==> config.mk <==
export PLATFORM = sky130hd
export DESIGN_NAME = bisection_root_finder_core
export DESIGN_NICKNAME = d
export VERILOG_FILES = /design/src/rtl/bsr_pkg.sv /design/src/rtl/bisection_root_finder_core.sv /design/src/rtl/bsr_cell.sv /design/src/rtl/bsr_cell_row.sv
export VERILOG_INCLUDE_DIRS = /design/src /design/src/rtl
export SDC_FILE = /design/constraint.sdc
export NUM_CORES = 2
export LEC_CHECK = 0
export BUFFER_PORTS_ARGS = -buffer_cell sky130_fd_sc_hd__buf_4
export CORE_ASPECT_RATIO = 0.9
export CORE_UTILIZATION = 36
export DETAILED_ROUTE_END_ITERATION = 8
export PLACE_DENSITY = 0.57
export SETUP_SLACK_MARGIN = 0.15
export SKIP_LAST_GASP = 1
export SLEW_MARGIN = 20
export SYNTH_ARGS = -nofsm -noshare
export SYNTH_HDL_FRONTEND = slang
export SYNTH_SLANG_ARGS = --single-unit
==> constraint.sdc <==
create_clock -name clk -period 16.4 [get_ports clk]
set_input_delay 2.46 -clock clk [delete_from_list [all_inputs] [get_ports clk]]
set_output_delay 2.46 -clock clk [all_outputs]
set_load 0.03 [all_outputs]
==> src/rtl/assert_macros.svh <==
// Assertion macros shared by the RTL of the bisection root finder.
// Depends on nothing; a file that asserts takes this header by include.
`ifndef ASSERT_MACROS_SVH
`define ASSERT_MACROS_SVH

`ifndef ASSERT_OFF

// The consequent must hold in the same cycle as the antecedent.
`define ASSERT_IMPLIES(label, clk, rst_n, ante, cons) \
  label: assert property (@(posedge clk) disable iff (!rst_n) (ante) |-> (cons)) \
    else $error("assertion failed: same-cycle implication");

// The consequent must hold in the cycle after the antecedent.
`define ASSERT_NEXT(label, clk, rst_n, ante, cons) \
  label: assert property (@(posedge clk) disable iff (!rst_n) (ante) |=> (cons)) \
    else $error("assertion failed: next-cycle implication");

`else

`define ASSERT_IMPLIES(label, clk, rst_n, ante, cons)
`define ASSERT_NEXT(label, clk, rst_n, ante, cons)

`endif

`endif

==> src/rtl/bsr_pkg.sv <==
// Package of the bisection root finder: widths, constants, beat types and the FSM state.
// Depends on nothing; the core, the cell and the cell row use it by scoped names.
`timescale 1ns / 1ps

package bsr_pkg;

  // Number format and search limits.
  localparam int DATA_W   = 32;
  localparam int FRAC_W   = 16;
  localparam int MAX_ITER = 64;
  localparam int ITER_W   = $clog2(MAX_ITER + 1);
  localparam int TOL_W    = 31;
  localparam int LIM_W    = TOL_W + 1;
  localparam int DIFF_W   = DATA_W + 2;

  // Squaring chain: one multiplier digit per cell.
  localparam int DIGIT_W   = 16;
  localparam int NUM_CELLS = (DATA_W + DIGIT_W - 1) / DIGIT_W;
  localparam int MC_W      = DATA_W + DIGIT_W * (NUM_CELLS - 1);
  localparam int PROD_W    = MC_W + DIGIT_W;
  localparam int ACC_W     = 2 * DATA_W + 2;
  localparam int CNT_W     = $clog2(NUM_CELLS + 1);

  // f(x) scaled by 2^(2F-2): 3*2^(2F-2) + 2^(F-2)*x - x^2.
  localparam logic signed [ACC_W-1:0] POLY_K0 = ACC_W'(3) <<< (2 * FRAC_W - 2);
  localparam int POLY_K1_SH = FRAC_W - 2;

  // Configuration port.
  localparam int APB_AW = 2;
  localparam int APB_DW = 32;
  localparam logic [APB_AW-1:0] REG_TOLERANCE = 2'd0;
  localparam logic [TOL_W-1:0]  TOL_RESET     = 31'd66;

  typedef enum logic [1:0] {
    ST_IDLE,
    ST_FEED,
    ST_MUL,
    ST_DEC
  } state_t;

  typedef struct packed {
    logic signed [DATA_W-1:0] interval_low;
    logic signed [DATA_W-1:0] interval_high;
  } in_beat_t;

  typedef struct packed {
    logic signed [DATA_W-1:0] root;
    logic [ITER_W-1:0]        iterations;
    logic                     limit_hit;
  } out_beat_t;

  // What one cell hands to the next: shifted multiplicand, remaining
  // multiplier digits and the running value of the polynomial.
  typedef struct packed {
    logic [MC_W-1:0]         mcand;
    logic [DATA_W-1:0]       rem;
    logic signed [ACC_W-1:0] acc;
  } cell_beat_t;

endpackage

==> src/rtl/bisection_root_finder_core.sv <==
// Top level of the bisection root finder: APB register, control FSM and result register.
// Depends on bsr_pkg, bsr_cell_row and assert_macros.svh.
`timescale 1ns / 1ps
//
// Usage
//   An interval beat is taken on in_data at a rising edge with start high and
//   busy low. The block bisects it for a root of f(x) = -4x^2 + x + 3 while
//   half the width exceeds the tolerance register, up to MAX_ITER steps, and
//   returns one result beat on out_data, marked by out_valid for exactly one cycle.
//   An interval that needs no step gives its result in the cycle after it is
//   taken and leaves busy low. Otherwise the block first finds the sign of
//   f at the low end, then runs each step through the states FEED and MUL,
//   while the two-cell squaring chain works, and DEC, which picks the half
//   interval. After the last step the result appears in the same cycle in
//   which busy falls, so the next start may follow at once. The chain length
//   and the decision state set the length of each step. Reset (rst_n low at
//   a clock edge) returns the FSM to idle, drops any beat in flight and
//   loads the tolerance with 66 (about 0.001). The receiver cannot stall: a
//   result is gone after its strobe cycle. The user must write the tolerance
//   over APB at byte address 0 only while idle; the block does not enforce it.
//

`include "assert_macros.svh"

module bisection_root_finder_core (
  input  logic                         clk,
  input  logic                         rst_n,
  // Interval channel
  input  logic                         start,
  output logic                         busy,
  input  bsr_pkg::in_beat_t            in_data,
  // Result channel
  output logic                         out_valid,
  output bsr_pkg::out_beat_t           out_data,
  // Configuration port
  input  logic                         psel,
  input  logic                         penable,
  input  logic                         pwrite,
  input  logic [bsr_pkg::APB_AW-1:0]   paddr,
  input  logic [bsr_pkg::APB_DW-1:0]   pwdata,
  output logic [bsr_pkg::APB_DW-1:0]   prdata,
  output logic                         pready
);

  // Floor of the mean of two points, from the exact wider sum.
  function automatic logic signed [bsr_pkg::DATA_W-1:0] mid_of(
    input logic signed [bsr_pkg::DATA_W-1:0] p,
    input logic signed [bsr_pkg::DATA_W-1:0] q
  );
    logic signed [bsr_pkg::DATA_W:0] s;
    s = (bsr_pkg::DATA_W+1)'(p) + (bsr_pkg::DATA_W+1)'(q);
    return $signed(s[bsr_pkg::DATA_W:1]);
  endfunction

  // True when hi - lo exceeds twice the tolerance.
  function automatic logic wider(
    input logic signed [bsr_pkg::DATA_W-1:0] hi,
    input logic signed [bsr_pkg::DATA_W-1:0] lo,
    input logic [bsr_pkg::LIM_W-1:0]         lim2
  );
    logic signed [bsr_pkg::DIFF_W-1:0] d;
    d = bsr_pkg::DIFF_W'(hi) - bsr_pkg::DIFF_W'(lo);
    return d > $signed(bsr_pkg::DIFF_W'(lim2));
  endfunction

  bsr_pkg::state_t                  state_r, state_nxt;
  logic [bsr_pkg::TOL_W-1:0]        tol_r;
  logic [bsr_pkg::LIM_W-1:0]        lim2;
  logic signed [bsr_pkg::DATA_W-1:0] a_r, a_nxt;
  logic signed [bsr_pkg::DATA_W-1:0] b_r, b_nxt;
  logic signed [bsr_pkg::DATA_W-1:0] c_r, c_nxt;
  logic signed [bsr_pkg::DATA_W-1:0] mid_a_r, mid_a_nxt;
  logic signed [bsr_pkg::DATA_W-1:0] mid_b_r, mid_b_nxt;
  logic                             cond_a_r, cond_a_nxt;
  logic                             cond_b_r, cond_b_nxt;
  logic [bsr_pkg::ITER_W-1:0]       n_r, n_nxt;
  logic [bsr_pkg::CNT_W-1:0]        mul_cnt_r, mul_cnt_nxt;
  logic                             eval_a_r, eval_a_nxt;
  logic                             sa_pos_r, sa_pos_nxt;
  logic                             sa_neg_r, sa_neg_nxt;
  logic                             out_valid_r, out_valid_nxt;
  bsr_pkg::out_beat_t               out_data_r, out_data_nxt;
  logic signed [bsr_pkg::DATA_W-1:0] chain_x;
  logic signed [bsr_pkg::ACC_W-1:0]  chain_g;
  logic                             sc_pos, sc_neg, keep_high, go_on;
  logic                             cfg_write;

  // Configuration register.
  assign cfg_write = psel & penable & pwrite & (paddr == bsr_pkg::REG_TOLERANCE);

  always_ff @(posedge clk) begin
    if (!rst_n) begin
      tol_r <= bsr_pkg::TOL_RESET;
    end else if (cfg_write) begin
      tol_r <= pwdata[bsr_pkg::TOL_W-1:0];
    end
  end

  assign prdata = bsr_pkg::APB_DW'(tol_r);
  assign pready = 1'b1;
  assign lim2   = {tol_r, 1'b0};

  // Polynomial evaluation: the low end first, then each midpoint.
  assign chain_x = eval_a_r ? a_r : c_r;

  bsr_cell_row u_row (
    .clk (clk),
    .x   (chain_x),
    .g   (chain_g)
  );

  assign sc_pos    = (chain_g > 0);
  assign sc_neg    = chain_g[bsr_pkg::ACC_W-1];
  assign keep_high = (sa_pos_r & sc_pos) | (sa_neg_r & sc_neg);
  assign go_on     = keep_high ? cond_a_r : cond_b_r;

  // State register.
  always_ff @(posedge clk) begin
    if (!rst_n) begin
      state_r <= bsr_pkg::ST_IDLE;
    end else begin
      state_r <= state_nxt;
    end
  end

  // Next state, datapath updates and the result beat.
  always_comb begin
    state_nxt     = state_r;
    a_nxt         = a_r;
    b_nxt         = b_r;
    c_nxt         = c_r;
    mid_a_nxt     = mid_a_r;
    mid_b_nxt     = mid_b_r;
    cond_a_nxt    = cond_a_r;
    cond_b_nxt    = cond_b_r;
    n_nxt         = n_r;
    mul_cnt_nxt   = mul_cnt_r;
    eval_a_nxt    = eval_a_r;
    sa_pos_nxt    = sa_pos_r;
    sa_neg_nxt    = sa_neg_r;
    out_valid_nxt = 1'b0;
    out_data_nxt  = out_data_r;
    case (state_r)
      bsr_pkg::ST_IDLE: begin
        if (start) begin
          a_nxt      = in_data.interval_low;
          b_nxt      = in_data.interval_high;
          c_nxt      = mid_of(in_data.interval_low, in_data.interval_high);
          n_nxt      = '0;
          eval_a_nxt = 1'b1;
          if (wider(in_data.interval_high, in_data.interval_low, lim2)) begin
            state_nxt = bsr_pkg::ST_FEED;
          end else begin
            // Already narrow enough: the midpoint is the answer.
            out_valid_nxt           = 1'b1;
            out_data_nxt.root       = mid_of(in_data.interval_low, in_data.interval_high);
            out_data_nxt.iterations = '0;
            out_data_nxt.limit_hit  = 1'b0;
          end
        end
      end
      bsr_pkg::ST_FEED: begin
        mul_cnt_nxt = '0;
        state_nxt   = bsr_pkg::ST_MUL;
      end
      bsr_pkg::ST_MUL: begin
        // Both possible next intervals are prepared while the chain works.
        mid_a_nxt   = mid_of(c_r, b_r);
        mid_b_nxt   = mid_of(a_r, c_r);
        cond_a_nxt  = wider(b_r, c_r, lim2);
        cond_b_nxt  = wider(c_r, a_r, lim2);
        mul_cnt_nxt = mul_cnt_r + bsr_pkg::CNT_W'(1);
        if (mul_cnt_r == bsr_pkg::CNT_W'(bsr_pkg::NUM_CELLS - 2)) begin
          state_nxt = bsr_pkg::ST_DEC;
        end
      end
      bsr_pkg::ST_DEC: begin
        if (eval_a_r) begin
          // The sign at the low end never changes within one interval.
          sa_pos_nxt = sc_pos;
          sa_neg_nxt = sc_neg;
          eval_a_nxt = 1'b0;
          state_nxt  = bsr_pkg::ST_FEED;
        end else begin
          n_nxt = n_r + bsr_pkg::ITER_W'(1);
          if (keep_high) begin
            a_nxt = c_r;
          end else begin
            b_nxt = c_r;
          end
          if (go_on && (n_nxt != bsr_pkg::ITER_W'(bsr_pkg::MAX_ITER))) begin
            c_nxt     = keep_high ? mid_a_r : mid_b_r;
            state_nxt = bsr_pkg::ST_FEED;
          end else begin
            out_valid_nxt           = 1'b1;
            out_data_nxt.root       = c_r;
            out_data_nxt.iterations = n_nxt;
            out_data_nxt.limit_hit  = go_on;
            state_nxt               = bsr_pkg::ST_IDLE;
          end
        end
      end
      default: begin
        state_nxt = bsr_pkg::ST_IDLE;
      end
    endcase
  end

  // Control flags.
  always_ff @(posedge clk) begin
    if (!rst_n) begin
      out_valid_r <= 1'b0;
      eval_a_r    <= 1'b0;
      mul_cnt_r   <= '0;
      n_r         <= '0;
    end else begin
      out_valid_r <= out_valid_nxt;
      eval_a_r    <= eval_a_nxt;
      mul_cnt_r   <= mul_cnt_nxt;
      n_r         <= n_nxt;
    end
  end

  // Interval, candidates and result payload.
  always_ff @(posedge clk) begin
    a_r        <= a_nxt;
    b_r        <= b_nxt;
    c_r        <= c_nxt;
    mid_a_r    <= mid_a_nxt;
    mid_b_r    <= mid_b_nxt;
    cond_a_r   <= cond_a_nxt;
    cond_b_r   <= cond_b_nxt;
    sa_pos_r   <= sa_pos_nxt;
    sa_neg_r   <= sa_neg_nxt;
    out_data_r <= out_data_nxt;
  end

  assign busy      = (state_r != bsr_pkg::ST_IDLE);
  assign out_valid = out_valid_r;
  assign out_data  = out_data_r;

  // Checks on the control logic.
  `ASSERT_NEXT(a_accept_moves, clk, rst_n, start && !busy, busy || out_valid)
  `ASSERT_IMPLIES(a_result_when_idle, clk, rst_n, out_valid, !busy)
  `ASSERT_IMPLIES(a_count_in_range, clk, rst_n, out_valid, out_data.iterations <= bsr_pkg::ITER_W'(bsr_pkg::MAX_ITER))
  `ASSERT_IMPLIES(a_limit_at_max, clk, rst_n, out_valid && out_data.limit_hit, out_data.iterations == bsr_pkg::ITER_W'(bsr_pkg::MAX_ITER))

endmodule

==> src/rtl/bsr_cell.sv <==
// One cell of the squaring chain: subtracts one digit's partial product.
// Depends on bsr_pkg.
`timescale 1ns / 1ps

module bsr_cell (
  input  logic               clk,
  input  bsr_pkg::cell_beat_t beat_in,
  output bsr_pkg::cell_beat_t beat_out
);

  logic [bsr_pkg::PROD_W-1:0]        prod;
  logic signed [bsr_pkg::ACC_W-1:0]  prod_ext;
  bsr_pkg::cell_beat_t               beat_r;
  bsr_pkg::cell_beat_t               beat_nxt;

  // Partial product of the multiplicand and the lowest remaining digit.
  assign prod     = beat_in.mcand * beat_in.rem[bsr_pkg::DIGIT_W-1:0];
  assign prod_ext = $signed(bsr_pkg::ACC_W'(prod));

  // Take the product off the running value and move to the next digit.
  always_comb begin
    beat_nxt.acc   = beat_in.acc - prod_ext;
    beat_nxt.mcand = beat_in.mcand << bsr_pkg::DIGIT_W;
    beat_nxt.rem   = beat_in.rem >> bsr_pkg::DIGIT_W;
  end

  always_ff @(posedge clk) begin
    beat_r <= beat_nxt;
  end

  assign beat_out = beat_r;

endmodule

==> src/rtl/bsr_cell_row.sv <==
// Row of squaring cells that evaluates the scaled polynomial at one point.
// Depends on bsr_pkg and bsr_cell.
`timescale 1ns / 1ps

module bsr_cell_row (
  input  logic                             clk,
  input  logic signed [bsr_pkg::DATA_W-1:0] x,
  output logic signed [bsr_pkg::ACC_W-1:0]  g
);

  bsr_pkg::cell_beat_t              link [bsr_pkg::NUM_CELLS+1];
  logic [bsr_pkg::DATA_W-1:0]       mag;
  logic signed [bsr_pkg::ACC_W-1:0] base;

  // Magnitude of the point; the square only needs that.
  assign mag = x[bsr_pkg::DATA_W-1] ? $unsigned(~x + bsr_pkg::DATA_W'(1)) : $unsigned(x);

  // Constant and linear terms enter the chain as the starting value.
  assign base = bsr_pkg::POLY_K0 + (bsr_pkg::ACC_W'(x) <<< bsr_pkg::POLY_K1_SH);

  assign link[0] = '{mcand: bsr_pkg::MC_W'(mag), rem: mag, acc: base};

  // Each cell removes one digit's share of x squared and registers its result.
  for (genvar k = 0; k < bsr_pkg::NUM_CELLS; k++) begin : g_cell
    bsr_cell u_cell (
      .clk      (clk),
      .beat_in  (link[k]),
      .beat_out (link[k+1])
    );
  end

  assign g = link[bsr_pkg::NUM_CELLS].acc;

endmodule
Word level (Yosys, flattened, before mapping)
Cells that the tools add are included.
{"block": "totals", "register_bits": 428, "in_bits": 104, "out_inout_bits": 75, "elab_cells": 113}
{"block": "op_classes", "addsub": 12, "n_mul": 2, "order_cmp": 4, "n_eq_ne": 13, "mux": 38, "bitwise_logic": 7, "reduce_logical": 15}
{"op": "two-way mux 32 bit", "count": 12}
{"op": "case mux 32 bit (2 select lines)", "count": 3}
{"op": "two-way mux 40 bit", "count": 4}
{"op": "subtractor 66 x 65 -> 66 bit", "count": 2}
{"op": "adder 32 x 32 -> 33 bit", "count": 3}
{"op": "greater-than comparator 33 bit", "count": 3}
{"op": "subtractor 32 x 32 -> 33 bit", "count": 3}
{"op": "multiplier 32 x 16 -> 48 bit", "count": 2}
{"op": "case mux 40 bit (2 select lines)", "count": 1}
{"op": "greater-than comparator 66 x 1 -> 1 bit, second input constant", "count": 1}
{"op": "adder 33 x 46 -> 47 bit, first input constant", "count": 1}
{"op": "adder 32 x 2 -> 32 bit, second input constant", "count": 1}
{"op": "inverter 32 bit", "count": 1}
{"op": "!= test 2 bit, second input constant", "count": 9}
{"op": "two-way mux 7 bit", "count": 2}
{"op": "case mux 7 bit (2 select lines)", "count": 1}
{"op": "AND reduction 4 bit", "count": 3}
{"op": "two-way mux 1 bit", "count": 8}
{"op": "case mux 2 bit (4 select lines)", "count": 1}
{"op": "adder 7 x 1 -> 7 bit, second input constant", "count": 1}
{"op": "!= test 7 bit, second input constant", "count": 1}
{"op": "zero test 2 bit", "count": 3}
{"op": "two-way mux 2 bit", "count": 3}
{"op": "AND reduction 3 bit", "count": 2}
{"op": "other kinds (11)", "count": 20}

Depth between registers and ports, before layout
{"block": "depth", "ltp_word": 8, "mapped_depth": 57, "depth_no_buf": 48}

Modules after synthesis
From an unflattened synthesis, not the netlist that was laid out.
{"block": "hier_totals", "cells_unflattened": 9759, "area_unflattened_um2": 83288.6}
{"mod": "bsr_cell at u_row.g_cell[0].u_cell", "instances": 1, "cells_each": 3583, "area_per_inst_um2": 30496.7, "seq_area_each_um2": 2282.2}
{"mod": "bsr_cell at u_row.g_cell[1].u_cell", "instances": 1, "cells_each": 3540, "area_per_inst_um2": 30172.7, "seq_area_each_um2": 2282.2}
{"mod": "bisection_root_finder_core", "instances": 1, "cells_each": 2490, "area_per_inst_um2": 21529.4, "seq_area_each_um2": 7006.7}
{"mod": "bsr_cell_row", "instances": 1, "cells_each": 146, "area_per_inst_um2": 1089.8, "seq_area_each_um2": 0.0}

Worst setup path after synthesis
Ideal clock, no wire load.
{"block": "synth_path", "path_kind": "register -> register", "startpoint": "reg eval_a_r", "endpoint": "reg u_row.g_cell[0].u_cell.beat_r, in the netlist u_row.g_cell[0].u_cell.beat_out[48]", "setup_time_ps": 72, "t_arrival_ps": 10698, "required_ps": 16328, "slack_ps": 5630, "path_stages_with_launch": 54, "path_buffers": 9, "period_less_slack_ps": 10770, "path_cell_list": "dfxtp_1 -> buf_6 -> buf_6 -> buf_6 -> buf_4 -> buf_4 -> buf_2 -> buf_4 -> buf_2 -> o21ai_0 -> inv_1 -> ha_1 -> o21ai_1 -> or2_1 -> nor2_1 -> o2111ai_1 -> or2_2 -> inv_1 -> (+18 left out) -> a21boi_0 -> a211oi_1 -> nand2b_1 -> a21oi_1 -> o21ai_0 -> xor2_1 -> ha_1 -> a21o_1 -> a21o_1 -> a21o_1 -> a21oi_1 -> o21ai_0 -> a21o_1 -> a21oi_1 -> o21ai_0 -> a31o_2 -> a21oi_1 -> xnor2_1"}
{"element": "start: declaration", "line_no": "bisection_root_finder_core.sv:78", "rtl": "logic eval_a_r, eval_a_nxt;"}
{"element": "start signal: assignment", "line_no": "bisection_root_finder_core.sv:218", "rtl": "eval_a_r <= eval_a_nxt;"}
{"element": "end signal: assignment", "line_no": "bsr_cell.sv:28", "rtl": "beat_r <= beat_nxt;"}
{"element": "end: declaration", "line_no": "bsr_cell.sv:13", "rtl": "bsr_pkg::cell_beat_t beat_r;"}

==> impl_metrics.ini <==
[outcome]
status = finished clean

[synth]
netlist_area_um2 = 59800
yosysSeqAreaShare = 0.171
ys.flop_type = dfxtp_1
synth-edff-count = 204
synth_area_leaders = fa_1 26%, ha_1 13%, edfxtp_1 10%
ys_ff_latch = 409
synth.distinct_cells = 95
yosysWarnings = 0
syn_avg_cell_area_um2 = 8.72
yosysMostFrequentCell = inv_1
syn_inst = 6858
synth_common_cells = 1191 x inv_1, 778 x nand2_1, 777 x fa_1, 627 x ha_1, 440 x nor2_1
synth_top_area_share = 0.260
ys_async_sr_fraction = 0
synth_largest_area_cell = fa_1

[critical_path]
path_buf_inv = 7
critPathCaptureType = flip-flop
r2r_slack_ns = 3.65
critPathTopFamily = compound AO/OA/AOI/OAI gates
start_kind = flip-flop
critPathKind = reg2reg
reg2regPathDepth = 46
slowest_stage = o21ai_1
cp.required_ns = 16.90
reg2reg_to = u_row.g_cell[0].u_cell.beat_out[48]$_DFF_P_
critPathMaxFanout = 11
worstReg2RegStart = c_r[1]$_DFFE_PP_
worstPathArrival_ns = 13.25
max_stage_delay_ns = 0.83

[cts]
postCtsSetupBuffers = 0
clock_latency_ns = 0.65
cts.reportedPaths.clkPinSlew_ns = 0.06
cts_tree = done
cts_resized = 0
htreeDepth = 2
postCtsHoldBufs = 0
cts_made_buffers = 47
clock-root-buffer = clkbuf_16
cts_sinks = 409
cts_buffer_depth = 3

[global_route]
antenna_found_initial = 3
grt_max_degree = 66
grt_usage = 0.221
gr-total-overflow = 0
grt_pass1_wl_um = 288000
grt_pass1_vias = 48700

[cells_and_area]
nets = 8403
drive_above_1_share = 0.0603
final_area_um2 = 65300
area_delta_synth_final_pct = 9.20

[floorplan]
ios = 179
core_um2 = 165000
die_x_um = 432
start_util = 0.363
die_height_um = 389
die_area_um2 = 168000
rows = 141

[run]
maxCapViolations = 0

[drt]
drc = 0
drtPass1Iterations = 6
wl_per_cell_um = 20.1
routed_wl_um = 184000
drt_iter0_markers = 3552
detail-route-antenna-nets = 0
vias = 47700
routed_via_density = 5.21

[worst_hold_path]
min_to = u_row.g_cell[1].u_cell.beat_out[4]$_DFF_P_
min_from = u_row.g_cell[0].u_cell.beat_out[4]$_DFF_P_
hold_path_class = reg2reg
hold_depth = 0

[timing]
slew_headroom = 0.130
fmax_ghz = 0.0784
min_period_ns = 12.75
finalCritPeriodShare = 0.777
slew_viol_final = 0
holdWs_ns = 0.327
rsz0062_at_grt = false
finalSetupViolCount = 0
hold_viol = 0
worst_pin_slew_ns = 1.27
tns_ns = 0
final.setup_skew_ns = 0.0797

[place]
gp_congestion = 0.943
io_buffers = 175
place_hpwl_um = 147000
dpl-instance-area_um2 = 63500
==> worst max-delay path by stage <==
stage | start | endpoint | slack (ns) | cells after the start
5_1_grt | c_r[1]$_DFFE_PP_ | u_row.g_cell[0].u_cell.beat_out[48]$_DFF_P_ | 2.90 | 45
3_5_place_dp | c_r[1]$_DFFE_PP_ | u_row.g_cell[0].u_cell.beat_out[49]$_DFF_P_ | 3.75 | 43
2_1_floorplan | eval_a_r$_SDFFE_PN0P_ | u_row.g_cell[0].u_cell.beat_out[48]$_DFF_P_ | 5.63 | 53
4_1_cts | c_r[1]$_DFFE_PP_ | u_row.g_cell[0].u_cell.beat_out[49]$_DFF_P_ | 3.65 | 43
6_report | c_r[1]$_DFFE_PP_ | u_row.g_cell[0].u_cell.beat_out[48]$_DFF_P_ | 3.65 | 46
3_3_place_gp | c_r[1]$_DFFE_PP_ | u_row.g_cell[0].u_cell.beat_out[61]$_DFF_P_ | 3.88 | 45
==> sequential cells by signal (all words and copies together), names as in the netlist <==
register and flops:
u_row.g_cell.u_cell.beat_out 161, out_data 40, a_r 32, b_r 32, c_r 32, mid_a_r 32, mid_b_r 32, tol_r 31
n_r 7, mul_cnt_r 2, state_r 2, cond_a_r 1, cond_b_r 1, eval_a_r 1, out_valid 1, sa_neg_r 1
sa_pos_r 1
==> metrics by stage <==
stage	worst slack, ns	util	std cells
after global routing	2.90	0.397	9149
after floorplan	5.63	-	6866
after detailed placement	3.75	0.386	9062
final	3.65	0.397	9152
after global placement	3.88	0.386	9061
after CTS	3.65	0.397	9149
==> cells in the final DEF, fill, tap and decap left out, drive strengths merged, types with 204 or more instances in the layout <==
| cell | n |
|---|---|
| edfxtp | 204 |
| xnor2 | 248 |
| a21oi | 402 |
| nor2 | 442 |
| o21ai | 279 |
| inv | 1202 |
| ha | 627 |
| nand2 | 779 |
| dfxtp | 205 |
| fa | 777 |
| buf | 242 |
==> worst reg2reg max path: cells and delay by family, from the launching register on <==
family | cells | cell delay, ns
AOI/OAI and AO/OA | 20 | 4.39
adders and majority gates | 9 | 3.97
buffers and inverters | 7 | 1.40
xor gates and xnor gates | 3 | 1.14
and+or+nand+nor | 7 | 1.11
DFF | 1 | 0.61
==> area by class of cell <==
class | count | area, um^2
clock buffers | 49 | 1200
multi-input cells | 4991 | 44100
flip-flops and latches | 409 | 10200
diodes | 3 | 7.51
repair buffers | 242 | 1820
clock inverters | 38 | 572
fillers | 16600 | 99300
well taps | 2216 | 2770
inverters | 1204 | 4520
==> layer usage <==
metal,wire [um],vias to the layer above,track usage
met1,83700,23700,0.311
met2,83600,1418,0.354
met4,5570,4,0.0616
met5,27,-,0
li1,-,22300,-
met3,10600,260,0.0272
==> kinds of logic after synthesis <==
| family | Yosys count | synth area share |
|---|---|---|
| AOI/OAI and AO/OA | 1258 | 0.132 |
| xor gates and xnor gates | 394 | 0.0581 |
| adders and majority gates | 1404 | 0.391 |
| buffers and inverters | 1466 | 0.0933 |
| DFF | 409 | 0.171 |
| muxes | 74 | 0.0125 |
| other | 2 | 0.000126 |
| and+or+nand+nor | 1851 | 0.142 |
Power is not shown: default switching activity piles up to over one toggle a cycle in this logic, so the estimate is an artifact.
